## src/design/wrst_pkg.sv

```systemverilog
// wrst_pkg: types and constants shared by the waiting-room slot table.
// Holds the transaction structs, opcodes and status codes.
// No dependencies.
package wrst_pkg;

    // opcodes
    localparam logic OP_ARRIVE = 1'b0;
    localparam logic OP_SERVE  = 1'b1;

    // status codes
    localparam logic [2:0] ST_SEATED  = 3'd0;
    localparam logic [2:0] ST_FULL    = 3'd1;
    localparam logic [2:0] ST_SERVED  = 3'd2;
    localparam logic [2:0] ST_EMPTY   = 3'd3;
    localparam logic [2:0] ST_INVALID = 3'd4;

    // a slot holding this id is free
    localparam logic [15:0] ID_FREE = 16'd0;

    // chairs_in_use after reset
    localparam logic [4:0] CHAIRS_RESET = 5'd16;

    typedef struct packed {
        logic        opcode;
        logic [15:0] client_id;
    } request_t;

    typedef struct packed {
        logic [2:0]  status;
        logic [3:0]  slot;
        logic [15:0] served_id;
        logic [4:0]  occupied;
        logic        wake_server;
    } result_t;

endpackage

```

## src/design/waiting_room_slot_table.sv

```systemverilog
// waiting_room_slot_table: top level of the waiting-room slot table.
// Holds the chairs_in_use register and joins the sequencer to the slot memory.
// Depends on wrst_pkg, wrst_mem, wrst_seq.
//
//  channel   ports                 transfer
//  --------  --------------------  --------------------------------------
//  command   start, busy, req      taken at the edge with start & !busy
//  result    done, result          one cycle, taken at the closing edge
//  config    cfg_we, cfg_data      chairs_in_use written when cfg_we high
//
// One transaction at a time. An arrive scans slots 0..min(chairs,SLOTS)-1
// and stops at the first free one; a serve scans all SLOTS slots. The
// memory gives one read per cycle with registered read data, and each
// read is compared while the scan goes on issuing; an arrive with id 0
// skips the scan. The write-back shares the finishing cycle. Reset clears
// state and marks every slot free at once through per-slot valid flags;
// no clearing pass. Results cannot be stalled.
module waiting_room_slot_table #(
    parameter int SLOTS = 16
) (
    input  logic               clk,
    input  logic               rst_n,
    input  logic               start,
    input  wrst_pkg::request_t req,
    output logic               busy,
    output logic               done,
    output wrst_pkg::result_t  result,
    input  logic               cfg_we,
    input  logic [4:0]         cfg_data
);

    localparam int AW = (SLOTS > 1) ? $clog2(SLOTS) : 1;
    localparam int CW = $clog2(SLOTS + 1);
    localparam int LW = (CW > 5) ? CW : 5;
    localparam logic [LW-1:0] SLOTS_LW = LW'(SLOTS);

    logic [4:0]    chairs_reg;
    logic [LW-1:0] chairs_ext;
    logic [CW-1:0] limit;

    logic          rd_en;
    logic [AW-1:0] rd_addr;
    logic [15:0]   rd_data;
    logic          wr_en;
    logic [AW-1:0] wr_addr;
    logic [15:0]   wr_data;

    always_ff @(posedge clk or negedge rst_n)
    begin
        if (!rst_n)
        begin
            chairs_reg <= wrst_pkg::CHAIRS_RESET;
        end
        else if (cfg_we)
        begin
            chairs_reg <= cfg_data;
        end
    end

    // chairs above the built slot count act as SLOTS
    assign chairs_ext = LW'(chairs_reg);
    assign limit      = (chairs_ext > SLOTS_LW) ? CW'(SLOTS) : chairs_ext[CW-1:0];

    wrst_mem #(
        .DEPTH (SLOTS),
        .AW    (AW)
    ) u_mem (
        .clk     (clk),
        .rst_n   (rst_n),
        .rd_en   (rd_en),
        .rd_addr (rd_addr),
        .rd_data (rd_data),
        .wr_en   (wr_en),
        .wr_addr (wr_addr),
        .wr_data (wr_data)
    );

    wrst_seq #(
        .SLOTS (SLOTS),
        .AW    (AW),
        .CW    (CW)
    ) u_seq (
        .clk     (clk),
        .rst_n   (rst_n),
        .start   (start),
        .req     (req),
        .limit   (limit),
        .busy    (busy),
        .done    (done),
        .result  (result),
        .rd_en   (rd_en),
        .rd_addr (rd_addr),
        .rd_data (rd_data),
        .wr_en   (wr_en),
        .wr_addr (wr_addr),
        .wr_data (wr_data)
    );

endmodule

```

## src/design/wrst_mem.sv

```systemverilog
// wrst_mem: slot id storage, one write and one read port, registered read.
// Per-entry valid flags make unwritten entries read as free after reset.
// Depends on wrst_pkg.
module wrst_mem #(
    parameter int DEPTH = 16,
    parameter int AW    = 4
) (
    input  logic          clk,
    input  logic          rst_n,
    input  logic          rd_en,
    input  logic [AW-1:0] rd_addr,
    output logic [15:0]   rd_data,
    input  logic          wr_en,
    input  logic [AW-1:0] wr_addr,
    input  logic [15:0]   wr_data
);

    logic [15:0]      mem [DEPTH];
    logic [DEPTH-1:0] valid_reg;
    logic [15:0]      data_reg;
    logic             data_valid_reg;

    always_ff @(posedge clk)
    begin
        if (wr_en)
        begin
            mem[wr_addr] <= wr_data;
        end
        if (rd_en)
        begin
            data_reg <= mem[rd_addr];
        end
    end

    always_ff @(posedge clk or negedge rst_n)
    begin
        if (!rst_n)
        begin
            valid_reg      <= '0;
            data_valid_reg <= 1'b0;
        end
        else
        begin
            if (wr_en)
            begin
                valid_reg[wr_addr] <= 1'b1;
            end
            if (rd_en)
            begin
                data_valid_reg <= valid_reg[rd_addr];
            end
        end
    end

    assign rd_data = data_valid_reg ? data_reg : wrst_pkg::ID_FREE;

endmodule

```

## src/design/wrst_seq.sv

```systemverilog
// wrst_seq: sequencer that scans the slot memory, one read per cycle,
// and writes back the chosen slot; keeps occupancy and server state.
// Depends on wrst_pkg.
module wrst_seq #(
    parameter int SLOTS = 16,
    parameter int AW    = 4,
    parameter int CW    = 5
) (
    input  logic                clk,
    input  logic                rst_n,
    input  logic                start,
    input  wrst_pkg::request_t  req,
    input  logic [CW-1:0]       limit,
    output logic                busy,
    output logic                done,
    output wrst_pkg::result_t   result,
    output logic                rd_en,
    output logic [AW-1:0]       rd_addr,
    input  logic [15:0]         rd_data,
    output logic                wr_en,
    output logic [AW-1:0]       wr_addr,
    output logic [15:0]         wr_data
);

    localparam logic [1:0] S_IDLE = 2'd0;
    localparam logic [1:0] S_SCAN = 2'd1;
    localparam logic [1:0] S_DONE = 2'd2;

    localparam int SW = (AW > 4) ? AW : 4;
    localparam logic [CW-1:0] SLOTS_CW = CW'(SLOTS);

    logic [1:0]        state_reg, state_next;
    logic              op_reg;
    logic [15:0]       id_reg;
    logic [CW-1:0]     range_reg;
    logic [CW-1:0]     issue_idx_reg, issue_idx_next;
    logic              pend_reg, pend_next;
    logic [AW-1:0]     pend_idx_reg;
    logic              found_reg, found_next;
    logic [15:0]       best_reg, best_next;
    logic [AW-1:0]     best_idx_reg, best_idx_next;
    logic [4:0]        occupied_reg, occupied_next;
    logic              server_busy_reg, server_busy_next;
    logic              done_reg;
    wrst_pkg::result_t result_reg, result_next;
    logic              issue;
    logic [SW-1:0]     slot_ext;

    // compare stage: data of the read issued last cycle
    always_comb
    begin
        found_next    = found_reg;
        best_next     = best_reg;
        best_idx_next = best_idx_reg;
        if (pend_reg)
        begin
            if (op_reg == wrst_pkg::OP_ARRIVE)
            begin
                if (!found_reg && rd_data == wrst_pkg::ID_FREE)
                begin
                    found_next    = 1'b1;
                    best_idx_next = pend_idx_reg;
                end
            end
            else if (rd_data != wrst_pkg::ID_FREE && (!found_reg || rd_data < best_reg))
            begin
                found_next    = 1'b1;
                best_next     = rd_data;
                best_idx_next = pend_idx_reg;
            end
        end
    end

    // arrive stops issuing once a free slot is seen
    assign issue = (state_reg == S_SCAN) && (issue_idx_reg < range_reg) &&
                   !(op_reg == wrst_pkg::OP_ARRIVE && found_next);
    assign rd_en          = issue;
    assign rd_addr        = issue_idx_reg[AW-1:0];
    assign pend_next      = issue;
    assign issue_idx_next = issue_idx_reg + CW'(1);

    assign slot_ext = SW'(best_idx_reg);

    // next state; write-back and result in the finishing cycle
    always_comb
    begin
        state_next       = state_reg;
        wr_en            = 1'b0;
        wr_addr          = best_idx_reg;
        wr_data          = wrst_pkg::ID_FREE;
        occupied_next    = occupied_reg;
        server_busy_next = server_busy_reg;
        result_next      = '0;
        case (state_reg)
            S_IDLE:
            begin
                if (start)
                begin
                    if (req.opcode == wrst_pkg::OP_ARRIVE && req.client_id == wrst_pkg::ID_FREE)
                    begin
                        state_next = S_DONE;
                    end
                    else
                    begin
                        state_next = S_SCAN;
                    end
                end
            end
            S_SCAN:
            begin
                if (!issue)
                begin
                    state_next = S_DONE;
                end
            end
            S_DONE:
            begin
                state_next = S_IDLE;
                if (op_reg == wrst_pkg::OP_ARRIVE)
                begin
                    if (id_reg == wrst_pkg::ID_FREE)
                    begin
                        result_next.status = wrst_pkg::ST_INVALID;
                    end
                    else if (found_reg)
                    begin
                        wr_en                   = 1'b1;
                        wr_data                 = id_reg;
                        occupied_next           = occupied_reg + 5'd1;
                        result_next.status      = wrst_pkg::ST_SEATED;
                        result_next.slot        = slot_ext[3:0];
                        result_next.wake_server = !server_busy_reg;
                    end
                    else
                    begin
                        result_next.status = wrst_pkg::ST_FULL;
                    end
                end
                else if (found_reg)
                begin
                    wr_en                 = 1'b1;
                    occupied_next         = occupied_reg - 5'd1;
                    server_busy_next      = 1'b1;
                    result_next.status    = wrst_pkg::ST_SERVED;
                    result_next.slot      = slot_ext[3:0];
                    result_next.served_id = best_reg;
                end
                else
                begin
                    server_busy_next   = 1'b0;
                    result_next.status = wrst_pkg::ST_EMPTY;
                end
                result_next.occupied = occupied_next;
            end
            default:
            begin
                state_next = S_IDLE;
            end
        endcase
    end

    always_ff @(posedge clk or negedge rst_n)
    begin
        if (!rst_n)
        begin
            state_reg       <= S_IDLE;
            pend_reg        <= 1'b0;
            found_reg       <= 1'b0;
            occupied_reg    <= 5'd0;
            server_busy_reg <= 1'b0;
            done_reg        <= 1'b0;
            issue_idx_reg   <= '0;
        end
        else
        begin
            state_reg       <= state_next;
            occupied_reg    <= occupied_next;
            server_busy_reg <= server_busy_next;
            done_reg        <= (state_reg == S_DONE);
            if (state_reg == S_IDLE)
            begin
                pend_reg      <= 1'b0;
                found_reg     <= 1'b0;
                issue_idx_reg <= '0;
            end
            else
            begin
                pend_reg  <= pend_next;
                found_reg <= found_next;
                if (issue)
                begin
                    issue_idx_reg <= issue_idx_next;
                end
            end
        end
    end

    // payload registers
    always_ff @(posedge clk)
    begin
        if (state_reg == S_IDLE && start)
        begin
            op_reg    <= req.opcode;
            id_reg    <= req.client_id;
            range_reg <= (req.opcode == wrst_pkg::OP_SERVE) ? SLOTS_CW : limit;
        end
        pend_idx_reg <= issue_idx_reg[AW-1:0];
        best_reg     <= best_next;
        best_idx_reg <= best_idx_next;
        result_reg   <= result_next;
    end

    assign busy   = (state_reg != S_IDLE);
    assign done   = done_reg;
    assign result = result_reg;

endmodule
```

## config.mk

```make
export PLATFORM = sky130hd
export DESIGN_NAME = waiting_room_slot_table
export DESIGN_NICKNAME = d
export VERILOG_FILES = /design/src/design/wrst_pkg.sv /design/src/design/waiting_room_slot_table.sv /design/src/design/wrst_mem.sv /design/src/design/wrst_seq.sv
export SDC_FILE = /design/constraint.sdc
export NUM_CORES = 1
export LEC_CHECK = 0
export BUFFER_PORTS_ARGS = -buffer_cell sky130_fd_sc_hd__buf_4
export CAP_MARGIN = 30
export CORE_ASPECT_RATIO = 1.25
export CORE_UTILIZATION = 55
export DETAILED_ROUTE_END_ITERATION = 8
export PLACE_DENSITY = 0.74
export SLEW_MARGIN = 0
export SYNTH_ARGS = -nofsm -noshare
export SYNTH_HDL_FRONTEND = slang
export SYNTH_HIERARCHICAL = 1
export SYNTH_SLANG_ARGS = --single-unit
```

## constraint.sdc

```tcl
create_clock -name clk -period 3.7 [get_ports clk]
set_clock_uncertainty 0.15 [all_clocks]
set_input_delay 0 -clock clk [delete_from_list [all_inputs] [get_ports clk]]
set_output_delay 0 -clock clk [all_outputs]
set_load 0.005 [all_outputs]
```

Word-level counts from Yosys, hierarchy flattened

Memories as Yosys holds them, arrays and structs flattened. A register that Yosys moved wholly into a read port is not among the register bits.
Index checks and enable logic that the tools add are counted.

Muxes and demuxes: 41
$lt $le $gt $ge: 6
Add/subtract/negate cells: 3
Equality and inequality tests: 5
Reduce and logical (&&, ||, !) cells: 27
Bitwise operators: 5

Operator list:

| kind                  | number |
|---|---|
| $mux W16              | 5 |
| $logic_not A16 Y1     | 3 |
| $mux W5               | 6 |
| $mux W20              | 1 |
| $mux W4               | 5 |
| $lt A16 B16 Y1        | 1 |
| $mux W1               | 16 |
| $or A16 B16 Y16       | 1 |
| $reduce_bool A16 Y1   | 1 |
| $add A5 B1 Y5 const B | 2 |
| $lt A4 B5 Y1 const B  | 2 |
| $reduce_and A3 Y1     | 3 |
| $logic_and A1 B1 Y1   | 8 |
| $mux W7               | 1 |
| $mux W2               | 3 |
| $ne A2 B2 Y1 const B  | 3 |
| $reduce_bool A2 Y1    | 3 |
| $gt A5 B5 Y1 const B  | 1 |
| $lt A5 B5 Y1          | 1 |
| $sub A5 B1 Y5 const B | 1 |
| $bmux W1 S4           | 1 |
| $demux W1 S4          | 1 |
| $ge A4 B1 Y1 const B  | 1 |
| $not A1 Y1            | 4 |
| other kinds (10)      | 13 |

Logic and storage cells: 109
Output and inout port bits: 31
Memories kept: 1
RAM bits: 256
Input bits: 26
Bits in registers: 113

Memory list:

| name      | words | width | read ports | clocked after memory_dff | write ports | line           | text |
|---|---|---|---|---|---|---|---|
| u_mem.mem | 16    | 16    | 1          | 1                        | 1           | wrst_mem.sv:18 | `logic [15:0] mem [DEPTH];` |

Logic depth before layout (Yosys ltp)

Gate-level depths: netlist (run 1).

Depth in word-level cells: 12
Gate-level depth with buffers: 8
Depth with buffers taken out: 7

Cells and area by module

Netlist (run 1), hierarchy kept.

Modules (own cells, without submodules):

| module                  | cells an instance | instances | area each (µm²) |
|---|---|---|---|
| wrst_mem                | 453               | 1         | 10991.8 |
| wrst_seq                | 326               | 1         | 3816.2 |
| waiting_room_slot_table | 15                | 1         | 211.5 |

Least setup slack after synthesis (run 1)

Ideal clock, no wire load.

Path kind: register -> register
From: register u_seq.state_reg[0]
To: memory u_mem.mem[0][0] (enable)
Stages on the path, launching flop included: 8
Library setup time: 0.411 ns
Required time: 3.139 ns
Arrival: 2.909 ns
Path buffers: 1
Setup slack: 0.230 ns
Cells stage by stage: dfrtp_1 nand2b_1 buf_2 inv_1 nand2_1 nor2_1 or3b_2 nor3_1

Word-level cells in the longest chain between the ends: 4

Ends and longest elaborated chain:

| item                          | line                          | text |
|---|---|---|
| start: declaration            | wrst_seq.sv:32                | `logic [1:0] state_reg, state_next;` |
| start signal: assignment      | wrst_seq.sv:176               | `state_reg <= state_next;` |
| $eq A2 B2 Y1                  | wrst_seq.sv:94                | `case (state_reg)` |
| $mux W1                       | wrst_seq.sv:94                |  |
| net wr_en                     | waiting_room_slot_table.sv:44 | `logic wr_en;` |
| $mux W1                       | wrst_mem.sv:25                | `if (wr_en)` |
| $mux W1 (implied by the code) | wrst_mem.sv:27                | `mem[wr_addr] <= wr_data;` |
| end: declaration              | wrst_mem.sv:18                |  |

The timed path passes the listed nets, and every way through them passes these cells.

Worst setup path after layout (run 1)

From: register u_seq.id_reg[11]
To: register u_mem.valid_reg[4]

Word-level cells in the longest chain between the ends: 4

Ends and longest elaborated chain:

| item                           | line                          | text |
|---|---|---|
| start: declaration             | wrst_seq.sv:34                | `logic [15:0] id_reg;` |
| start signal: assignment       | wrst_seq.sv:204               | `id_reg <= req.client_id;` |
| $logic_not A16 Y1              | wrst_seq.sv:121               | `if (id_reg == wrst_pkg::ID_FREE)` |
| $mux W1                        | wrst_seq.sv:121               |  |
| $mux W1                        | wrst_seq.sv:119               | `if (op_reg == wrst_pkg::OP_ARRIVE)` |
| $mux W1                        | wrst_seq.sv:94                |  |
| net wr_en                      | waiting_room_slot_table.sv:44 |  |
| end signal: assignment         | wrst_mem.sv:39                | `valid_reg <= '0;` |
| end signal: indexed assignment | wrst_mem.sv:46                | `valid_reg[wr_addr] <= 1'b1;` |
| end: declaration               | wrst_mem.sv:19                | `logic [DEPTH-1:0] valid_reg;` |

The timed path passes the listed nets, and every way through them passes these cells.
A chain may end at the register's enable or synchronous reset.

==> results_dict.tcl, run 1 <==
set metrics [dict create \
    cts_buffers 36 \
    synth_area_mm2 0.0150 \
    hold_path.class "in2reg" \
    crit_type "reg2reg" \
    finalCriticalPeriod_ns 3.17 \
    multi_input_area_mm2 0.00369 \
    rows 67 \
    crit_fanout 10 \
    r2r-start "u_seq/id_reg[11]" \
    grt_max_degree 73 \
    die_w_um 150 \
    drc 0 \
    synth-seq-cells 385 \
    cts-root-buf "clkbuf_16" \
    grtUsageTotal_pct 23.5 \
    startpoint_type "flip-flop" \
    drtIter0Drc 544 \
    first_pass_iters 5 \
    yosys.area.top_type "edfxtp_1" \
    start_util_pct 56.0 \
    portBuffers 56 \
    reg2reg_depth 9 \
    largest_register_ffs 256 \
    p_leak_nw 6.12 \
    hold_path_depth 2 \
    postCtsResizedCells 0 \
    yosysUniqueCellTypes 55 \
    cts_setup_buffers 0 \
    synth_fp_nets 842 \
    r2r_slack_ns 0.53 \
    syn_area_per_cell_um2 18.9 \
    crit_path_top_delay_cell "nor4_1" \
    ir_worst_vdd_mv 0.362 \
    yosys_warnings 6 \
    post-dp-hpwl_um 20200 \
    filler_cell_count 1798 \
    max_clock_freq_mhz 316 \
    antenna_found_initial 0 \
    finalCritPeriodShare_pct 85.6 \
    grt_pass1_wl_um 47000 \
    worstSkewPairLatency_ns 0.51 \
    synth_edf_count 314 \
    crit_arrival_ns 3.41 \
    critPathMaxStageDelay_ns 0.56 \
    max_cap_violations 0 \
    nNetsFinal 951 \
    syn2layout_area_growth_pct 15.9 \
    ys_seq_area_share_pct 73.5 \
    clk_pin_slew_ns 0.06 \
    die_height_um 187 \
    hold_start "req[15]" \
    coreArea_mm2 0.0268 \
    cp-end-kind "flip-flop" \
    seq_power_share_pct 49.1 \
    crit_chain "nor4_1 > nand4_1 > nor2_1 > nor2_1 > buf_4 > nand3b_1 > nor3_2 > buf_4 > or2_2" \
    hold_viol_final 0 \
    cts.htree.levels 2 \
    syn_inst 794 \
    min_to "u_seq/id_reg[15]" \
    regArea_mm2 0.0110 \
    ys.flop_type "edfxtp_1" \
    outcome "finished clean" \
    clockBufferDepth 3 \
    viasPerCell 5.92 \
    finalSetupViolations 0 \
    worst_pin_slew_ns 1.12 \
    p_per_area_mw_per_mm2 638 \
    cpLargestDelayFamily "simple AND/OR/NAND/NOR gates" \
    synth.area.top_cells "edfxtp_1, mux4_2, dfrtp_1" \
    cts_tree "yes" \
    pre_cts_slack_ns 0.635 \
    cts.sinks 385 \
    drive_above_1_share_pct 28.2 \
    p_sw_mw 2.83 \
    hold_buffers 31 \
    synth_most_common_cell "edfxtp_1" \
    num_vias 7508 \
    swShare_pct 25.5 \
    grt_pass1_vias 7866 \
    die_area_mm2 0.0280 \
    num_antenna_cells 0 \
    clockPowerShare_pct 33.0 \
    rsz0062_at_grt "false" \
    p_int_mw 8.28 \
    wirelength_um 31300 \
    pwr-share-comb_pct 18.0 \
    design.portCount 57 \
    slew_violations 0 \
    gp_congestion 0.847 \
    reg2reg_to "u_mem/valid_reg[4]" \
    wl_per_cell_um 24.7 \
    max_slew_margin_pct 24.5 \
    async_flop_share_pct 9.87 \
    synth_common_cells "edfxtp_1, mux4_2, and2_1, dfrtp_1, dfxtp_1" \
    worstPathRequired_ns 3.94 \
    overflow 0 \
    setup_tns_ns 0 \
    path_buf_inv 2 \
    synth_top_area_share_pct 62.8 \
    ant_nets 0 \
    finalWorstSetupSlack_ns 0.532 \
]
## power by group through the flow
| stage | combinational (mW) | clock (mW) | sequential [mW] |
|---|---|---|---|
| 2_1_floorplan | 1.56 | 0 | 5.35 |
| 3_3_place_gp | 1.95 | 0 | 5.53 |
| 3_5_place_dp | 1.97 | 0 | 5.54 |
| 4_1_cts | 2.01 | 3.72 | 5.46 |
| 5_1_grt | 2.14 | 3.88 | 5.51 |
| 6_report | 2.00 | 3.67 | 5.45 |
## placed cells by master (no fill, tap or decap), types with 22 or more instances in the layout
cell type	synthesis	final
dfxtp_1	33	33
edfxtp_1	314	314
clkbuf_16	0	37
and2_1	37	37
dlygate4sd3_1	0	30
buf_4	4	67
mux4_2	83	83
nor3_1	26	22
dfrtp_1	37	35
inv_1	27	27
ha_1	22	22
## final cells by class
| cell class | count | area share [%] |
|---|---|---|
| Sequential cell | 385 | 63.4 |
| Clock inverter | 11 | 0.898 |
| Clock buffer | 47 | 5.76 |
| Timing Repair Buffer | 107 | 5.61 |
| Tap cell | 345 | 2.48 |
| Multi-Input combinational cell | 346 | 21.2 |
| Inverter | 27 | 0.582 |
## per-layer routing
metal  global-route usage [%]  vias to the layer above  wire length (um)
met4                     10.4                        0              1260
met3                     6.58                       63              2350
met5                        0                        -                 0
li1                         -                     3322                 -
met1                     28.5                     3847             11700
met2                     39.1                      276             16000
## worst max-delay path by stage
stage	startpoint	endpoint	slack [ns]	depth (start not counted)
floorplan	u_seq/state_reg[0]	u_mem/mem[0][0]	0.23	7
global placement	u_seq/state_reg[0]	u_mem/mem[2][1]	0.71	6
detailed placement	u_seq/id_reg[10]	u_mem/valid_reg[4]	0.63	9
CTS	u_seq/id_reg[10]	u_mem/valid_reg[4]	0.62	9
global route	u_seq/id_reg[10]	u_mem/valid_reg[4]	0.34	9
finish	u_seq/id_reg[11]	u_mem/valid_reg[4]	0.53	9
## metrics by stage
stage | total power, mW | hold WS (ns) | instance area, um^2 | std cells | utilization, %
6_report | 11.1 | 0.0703 | 17400 | 1268 | 64.9
3_3_place_gp | 7.47 | -0.123 | 15800 | 1172 | 59.0
3_5_place_dp | 7.51 | -0.115 | 15900 | 1178 | 59.3
4_1_cts | 11.2 | 0.0448 | 17400 | 1267 | 64.8
2_1_floorplan | 6.92 | -0.446 | 15000 | 794 | -
5_1_grt | 11.5 | 0.0622 | 17400 | 1268 | 64.9
## logic make-up (layout without fill, tap and decap cells)
group                    count (synthesis)  count (layout)  share of synthesized area [%]
AO/OA/AOI/OAI                           38              38                           1.59
XOR/XNOR                                 9               9                          0.525
adder cells (fa/ha/maj)                 22              22                           1.83
buffers and inverters                   63             192                           2.22
flip-flops                             385             385                           73.5
multiplexers                            97              97                           13.5
AND/OR/NAND/NOR                        180             180                           6.77
## worst register-to-register path, stage by stage (launching register included)
cell	delay (ns)
edfxtp_1	0.39
nor4_1	0.56
nand4_1	0.46
nor2_1	0.30
nor2_1	0.09
buf_4	0.18
nand3b_1	0.23
nor3_2	0.18
buf_4	0.24
or2_2	0.28
Power figures use the tool's default switching activity.
==> inputs of run 2 (changes only) <==
clock period = 2.8 ns   (was 3.7 ns; I/O delays follow)
==> run 2 against run 1 <==
  * Critical path depth did not move
  * Die area did not move
  * Critical path type unchanged
  * Count of clock-buffer cells in the layout fell by 5
  * Sequential power rose by 31%
  * Critical endpoint is now u_mem/mem[9][6]
  * Non-clock buffer count rose by 21
  * Combinational power rose by 36%
  * Via count rose by 1.5%
  * Cell area rose by 2.0%
  * Hold slack improved by 0.0094 ns
  * Utilization rose by 1.3 points
  * Routed wire length fell by 0.75%
  * Global-route usage rose by 0.16 points
==> results_dict.tcl, run 2 (synthesis results as in run 1) <==
set metrics [dict create \
    outcome "finished clean" \
    dp_cells 1200 \
    startpoint "u_seq/id_reg[2]" \
    nNetsFinal 972 \
    max_cap_violations 0 \
    ant_nets 0 \
    finalCritPeriodShare_pct 95.7 \
    worst_pin_slew_ns 0.973 \
    power_mw 14.8 \
    met3WireLength_um 2360 \
    num_vias 7623 \
    drtIter0Drc 466 \
    grtUsageTotal_pct 23.6 \
    ir_worst_vdd_mv 0.617 \
    die_area_mm2 0.0280 \
    wl_met2_um 15900 \
    worstPathRequired_ns 2.92 \
    timing.hold.ws_ns 0.0797 \
    clockBufferDepth 3 \
    final_common_cell "edfxtp_1" \
    wirelength_um 31100 \
    finalSetupViolations 0 \
    cts.sinks 385 \
    start_util_pct 56.0 \
    cp-end-kind "flip-flop" \
    finalWorstSetupSlack_ns 0.120 \
    grt_pass1_vias 7952 \
    rows 67 \
    viasPerCell 5.89 \
    portBuffers 56 \
    overflow 0 \
    setup_tns_ns 0 \
    first_pass_iters 5 \
    highest_layer "met4" \
    max_slew_margin_pct 34.8 \
    wl_per_cell_um 24.0 \
    reg2reg_to "u_mem/mem[9][6]" \
    crit_arrival_ns 2.80 \
    gp_congestion 0.777 \
    coreArea_mm2 0.0268 \
    cts_tree "yes" \
    post-dp-hpwl_um 18800 \
    pre_cts_slack_ns 0.0372 \
    p_leak_nw 6.27 \
    final_cells 1294 \
    largest_register_ffs 256 \
    filler_cell_count 1674 \
    slew_violations 0 \
    finalCriticalPeriod_ns 2.68 \
    hold_path.class "in2reg" \
    num_antenna_cells 0 \
    fin_area_mm2 0.0178 \
    startpoint_type "flip-flop" \
    wl_met1_um 11800 \
    r2r_slack_ns 0.12 \
    grt_pass1_wl_um 47500 \
    final_cell_mix "edfxtp_1, mux4_2, buf_4" \
    crit_fanout 11 \
    endpoint "u_mem/mem[9][6]" \
    cts_buffers 36 \
    die_w_um 150 \
    grt_max_degree 73 \
    drive_above_1_share_pct 30.3 \
    crit_type "reg2reg" \
    cts-root-buf "clkbuf_16" \
    drc 0 \
    p_per_area_mw_per_mm2 830 \
    antenna_found_initial 0 \
    cts_setup_buffers 0 \
    fin_util_pct 66.2 \
    worstSkewPairLatency_ns 0.51 \
    r2r-start "u_seq/id_reg[2]" \
    design.portCount 57 \
    rsz0062_at_grt "false" \
    cts.htree.levels 2 \
    die_height_um 187 \
    max_clock_freq_mhz 373 \
    reg2reg_depth 9 \
    placed_cell_area_mm2 0.0162 \
    syn2layout_area_growth_pct 18.3 \
    hold_viol_final 0 \
    clk_pin_slew_ns 0.06 \
]
[run 2: changes by cell type in the layout (fill, tap and decap cells not counted), moves of 2 or more]
cell	delta
clkinv_4	+2
buf_8	-5
nor3_4	+2
clkinv_1	+3
buf_4	+12
nor3_2	-2
clkbuf_8	-3
clkbuf_1	-2
clkinv_2	+2
buf_12	+16
[run 2: worst min-delay path by stage]
stage               cells past startpoint               end    start
finish                                  2   u_seq/id_reg[1]   req[1]
global placement                        1     chairs_ext[2]    rst_n
global route                            2  u_seq/id_reg[11]  req[11]
CTS                                     2  u_seq/id_reg[14]  req[14]
detailed placement                      1     chairs_ext[2]    rst_n
floorplan                               0     chairs_ext[0]    rst_n
[run 2: critical path, cell delays in order, from the launching register on]
cell	delay [ns]
edfxtp_1	0.39
nor4_1	0.47
nand4_1	0.33
nor2_1	0.24
nor2_1	0.09
buf_4	0.17
nand3b_1	0.12
buf_4	0.15
nor2_2	0.12
buf_12	0.19
[run 2: cell type report]
type	count	area, um^2	share of cell area [%]
clock buffer	42	955	5.37
clock inverter	21	238	1.34
inverter	27	101	0.571
multi-input combinational	346	3720	20.9
sequential	385	11000	62.2
tap	345	432	2.43
timing repair buffer	128	1270	7.17
[run 2: report_power, final]
| group | internal (mW) | leakage (nW) | switching (mW) | total, mW |
|---|---|---|---|---|
| combinational | 1.37 | 2.06 | 1.34 | 2.71 |
| sequential | 6.78 | 3.63 | 0.357 | 7.14 |
| clock | 2.91 | 0.581 | 2.00 | 4.90 |
| total | 11.1 | 6.27 | 3.69 | 14.8 |
[run 2: timing repair]
item,in CTS,in global routing
setup endpoints to repair,0,327
hold endpoints to repair,89,0
hold buffers,31,0
resized for setup,0,3
[run 2: layer usage]
metal	vias up	GRT usage (%)
li1	3370	-
met1	3865	30.5
met2	320	39.3
met3	68	5.13
met4	0	8.86
met5	-	0
==> inputs of run 3 (changes only) <==
CTS_CLUSTER_DIAMETER = 100   (was unset)
SYNTH_HIERARCHICAL = unset   (was 1)
==> run 3 against run 2 <==
  * Count of clock-buffer cells in the layout increased by 9
  * First-iteration DRC count grew 11%
  * Global-route usage rose by 0.75 points
  * Synthesized area shrank 0.35%
  * Highest routed layer is now met5
==> results_dict.tcl, run 3 <==
set metrics [dict create \
    slew_violations 0 \
    nNetsFinal 975 \
    drc 0 \
    rsz0062_at_grt "false" \
    power_mw 14.4 \
    cts.htree.levels 2 \
    hold_path.class "in2reg" \
    num_vias 7766 \
    outcome "finished clean" \
    drive_above_1_share_pct 29.6 \
    cts_tree "yes" \
    syn_inst 789 \
    synth-seq-cells 385 \
    finalCritPeriodShare_pct 94.2 \
    cts.sinks 385 \
    yosys_warnings 0 \
    viasPerCell 5.97 \
    synth.area.top_cells "edfxtp_1, mux4_2, dfrtp_1" \
    worst_pin_slew_ns 1.02 \
    die_height_um 186 \
    cts-root-buf "clkbuf_16" \
    rows 67 \
    regArea_mm2 0.0110 \
    p_per_area_mw_per_mm2 814 \
    crit_type "reg2reg" \
    max_clock_freq_mhz 379 \
    final_cells 1301 \
    p_leak_nw 6.74 \
    portBuffers 56 \
    synth_edf_count 314 \
    crit_fanout 16 \
    synth_fp_nets 837 \
    max_cap_violations 0 \
    ys_seq_area_share_pct 73.8 \
    grt_max_degree 73 \
    grt_pass1_vias 8307 \
    multi_input_area_mm2 0.00369 \
    dp_cells 1199 \
    wl_per_cell_um 24.8 \
    startpoint_type "flip-flop" \
    coreArea_mm2 0.0267 \
    final_cell_mix "edfxtp_1, buf_4, mux4_2" \
    finalCriticalPeriod_ns 2.64 \
    syn_area_per_cell_um2 19.0 \
    ant_nets 0 \
    start_util_pct 56.0 \
    ir_worst_vdd_mv 0.501 \
    worstSkewPairLatency_ns 0.52 \
    grt_pass1_wl_um 49300 \
    clk_pin_slew_ns 0.06 \
    crit_arrival_ns 2.71 \
    drtIter0Drc 515 \
    filler_cell_count 1706 \
    yosysUniqueCellTypes 50 \
    syn2layout_area_growth_pct 18.3 \
    ys.flop_type "edfxtp_1" \
    die_w_um 150 \
    die_area_mm2 0.0279 \
    cp-end-kind "flip-flop" \
    hold_viol_final 0 \
    synth_most_common_cell "edfxtp_1" \
    antenna_found_initial 1 \
    timing.hold.ws_ns 0.0739 \
    worstPathRequired_ns 2.87 \
    design.portCount 57 \
    finalSetupViolations 0 \
    synth_common_cells "edfxtp_1, mux4_2, and2_1, dfrtp_1, dfxtp_1" \
    grtUsageTotal_pct 24.4 \
    max_slew_margin_pct 31.2 \
    yosys.area.top_type "edfxtp_1" \
    first_pass_iters 5 \
    post-dp-hpwl_um 19400 \
    clockBufferDepth 3 \
    synth_area_mm2 0.0150 \
    num_antenna_cells 0 \
    final_common_cell "edfxtp_1" \
    wirelength_um 32200 \
    largest_register_ffs 256 \
    synth_top_area_share_pct 63.0 \
    gp_congestion 0.837 \
    async_flop_share_pct 9.87 \
    overflow 0 \
    cts_buffers 38 \
]
[run 3: changes by cell type in the layout (fill, tap and decap cells not counted), moves of 6 or more]
cell | previous run | this run
nand2_1 | 20 | 14
nor2_1 | 16 | 22
nor2b_1 | 9 | 2
clkinv_1 | 4 | 10
nor2_2 | 12 | 0
buf_4 | 79 | 94
nand4_1 | 3 | 10
buf_12 | 19 | 10
[run 3: power breakdown]
group	switching [mW]	leakage, nW	internal, mW
registers	0.341	4.06	6.70
clock network	2.02	0.578	2.85
logic	1.28	2.10	1.22
total	3.65	6.74	10.8
[run 3: logic make-up after synthesis]
group | count (synthesis) | synth area share (%)
xor+xnor | 9 | 0.527
flops | 385 | 73.8
simple gates | 165 | 6.29
fa+ha+maj | 22 | 1.84
mux | 95 | 13.5
compound gates | 44 | 1.96
buf+inv | 69 | 2.07
[run 3: through the flow]
step	util (%)	TNS [ns]	worst slack, ns	area (um^2)
6_report	66.2	0	0.163	17700
5_1_grt	66.2	0	0.0127	17700
4_1_cts	66.1	0	0.0424	17700
3_5_place_dp	60.5	0	0.0724	16200
3_3_place_gp	60.5	0	0.102	16200
2_1_floorplan	-	-44.52	-0.516	15000
[run 3: layer usage]
layer	global-route usage, %	part of all wire [%]
met3	3.74	5.7
met1	30.9	38
met4	7.50	2.5
met2	43.0	53
met5	0	0.040
[run 3: worst paths after layout]
path	slack (ns)	startpoint	depth (start not counted)	endpoint
setup reg to reg	0.16	u_mem.data_valid_reg	8	u_seq.best_reg[1]
hold reg to reg	0.26	u_seq.pend_idx_reg[1]	0	u_seq.wr_addr[1]
setup / recovery	0.16	u_mem.data_valid_reg	8	u_seq.best_reg[1]
min in group asynchronous	0.40	rst_n	3	chairs_ext[4]
max in group asynchronous	1.86	rst_n	4	u_seq.issue_idx_reg[0]
hold / removal	0.07	req[10]	2	u_seq.id_reg[10]
[run 3: layout make-up]
type                            count  area share (%)
Clock buffer                       51            6.00
Clock inverter                     18           0.770
Inverter                           32           0.679
Multi-Input combinational cell    335            20.9
Sequential cell                   385            62.4
Tap cell                          345            2.44
Timing Repair Buffer              135            6.84
[run 3: what timing repair did]
| item | in CTS | in global routing |
|---|---|---|
| endpoints found under the setup margin | 0 | 20 |
| hold endpoints to repair | 89 | 0 |
| setup buffers | 0 | 2 |
| resized for setup | 0 | 2 |
| hold buffers | 31 | 0 |
[run 3: worst max-delay path: stages, from the launching register on]
cell,delay (ns)
dfrtp_2,0.45
and2_1,0.17
ha_1,0.29
and3_1,0.19
a211o_1,0.29
o221ai_1,0.21
o211ai_1,0.23
a21oi_4,0.20
buf_12,0.17
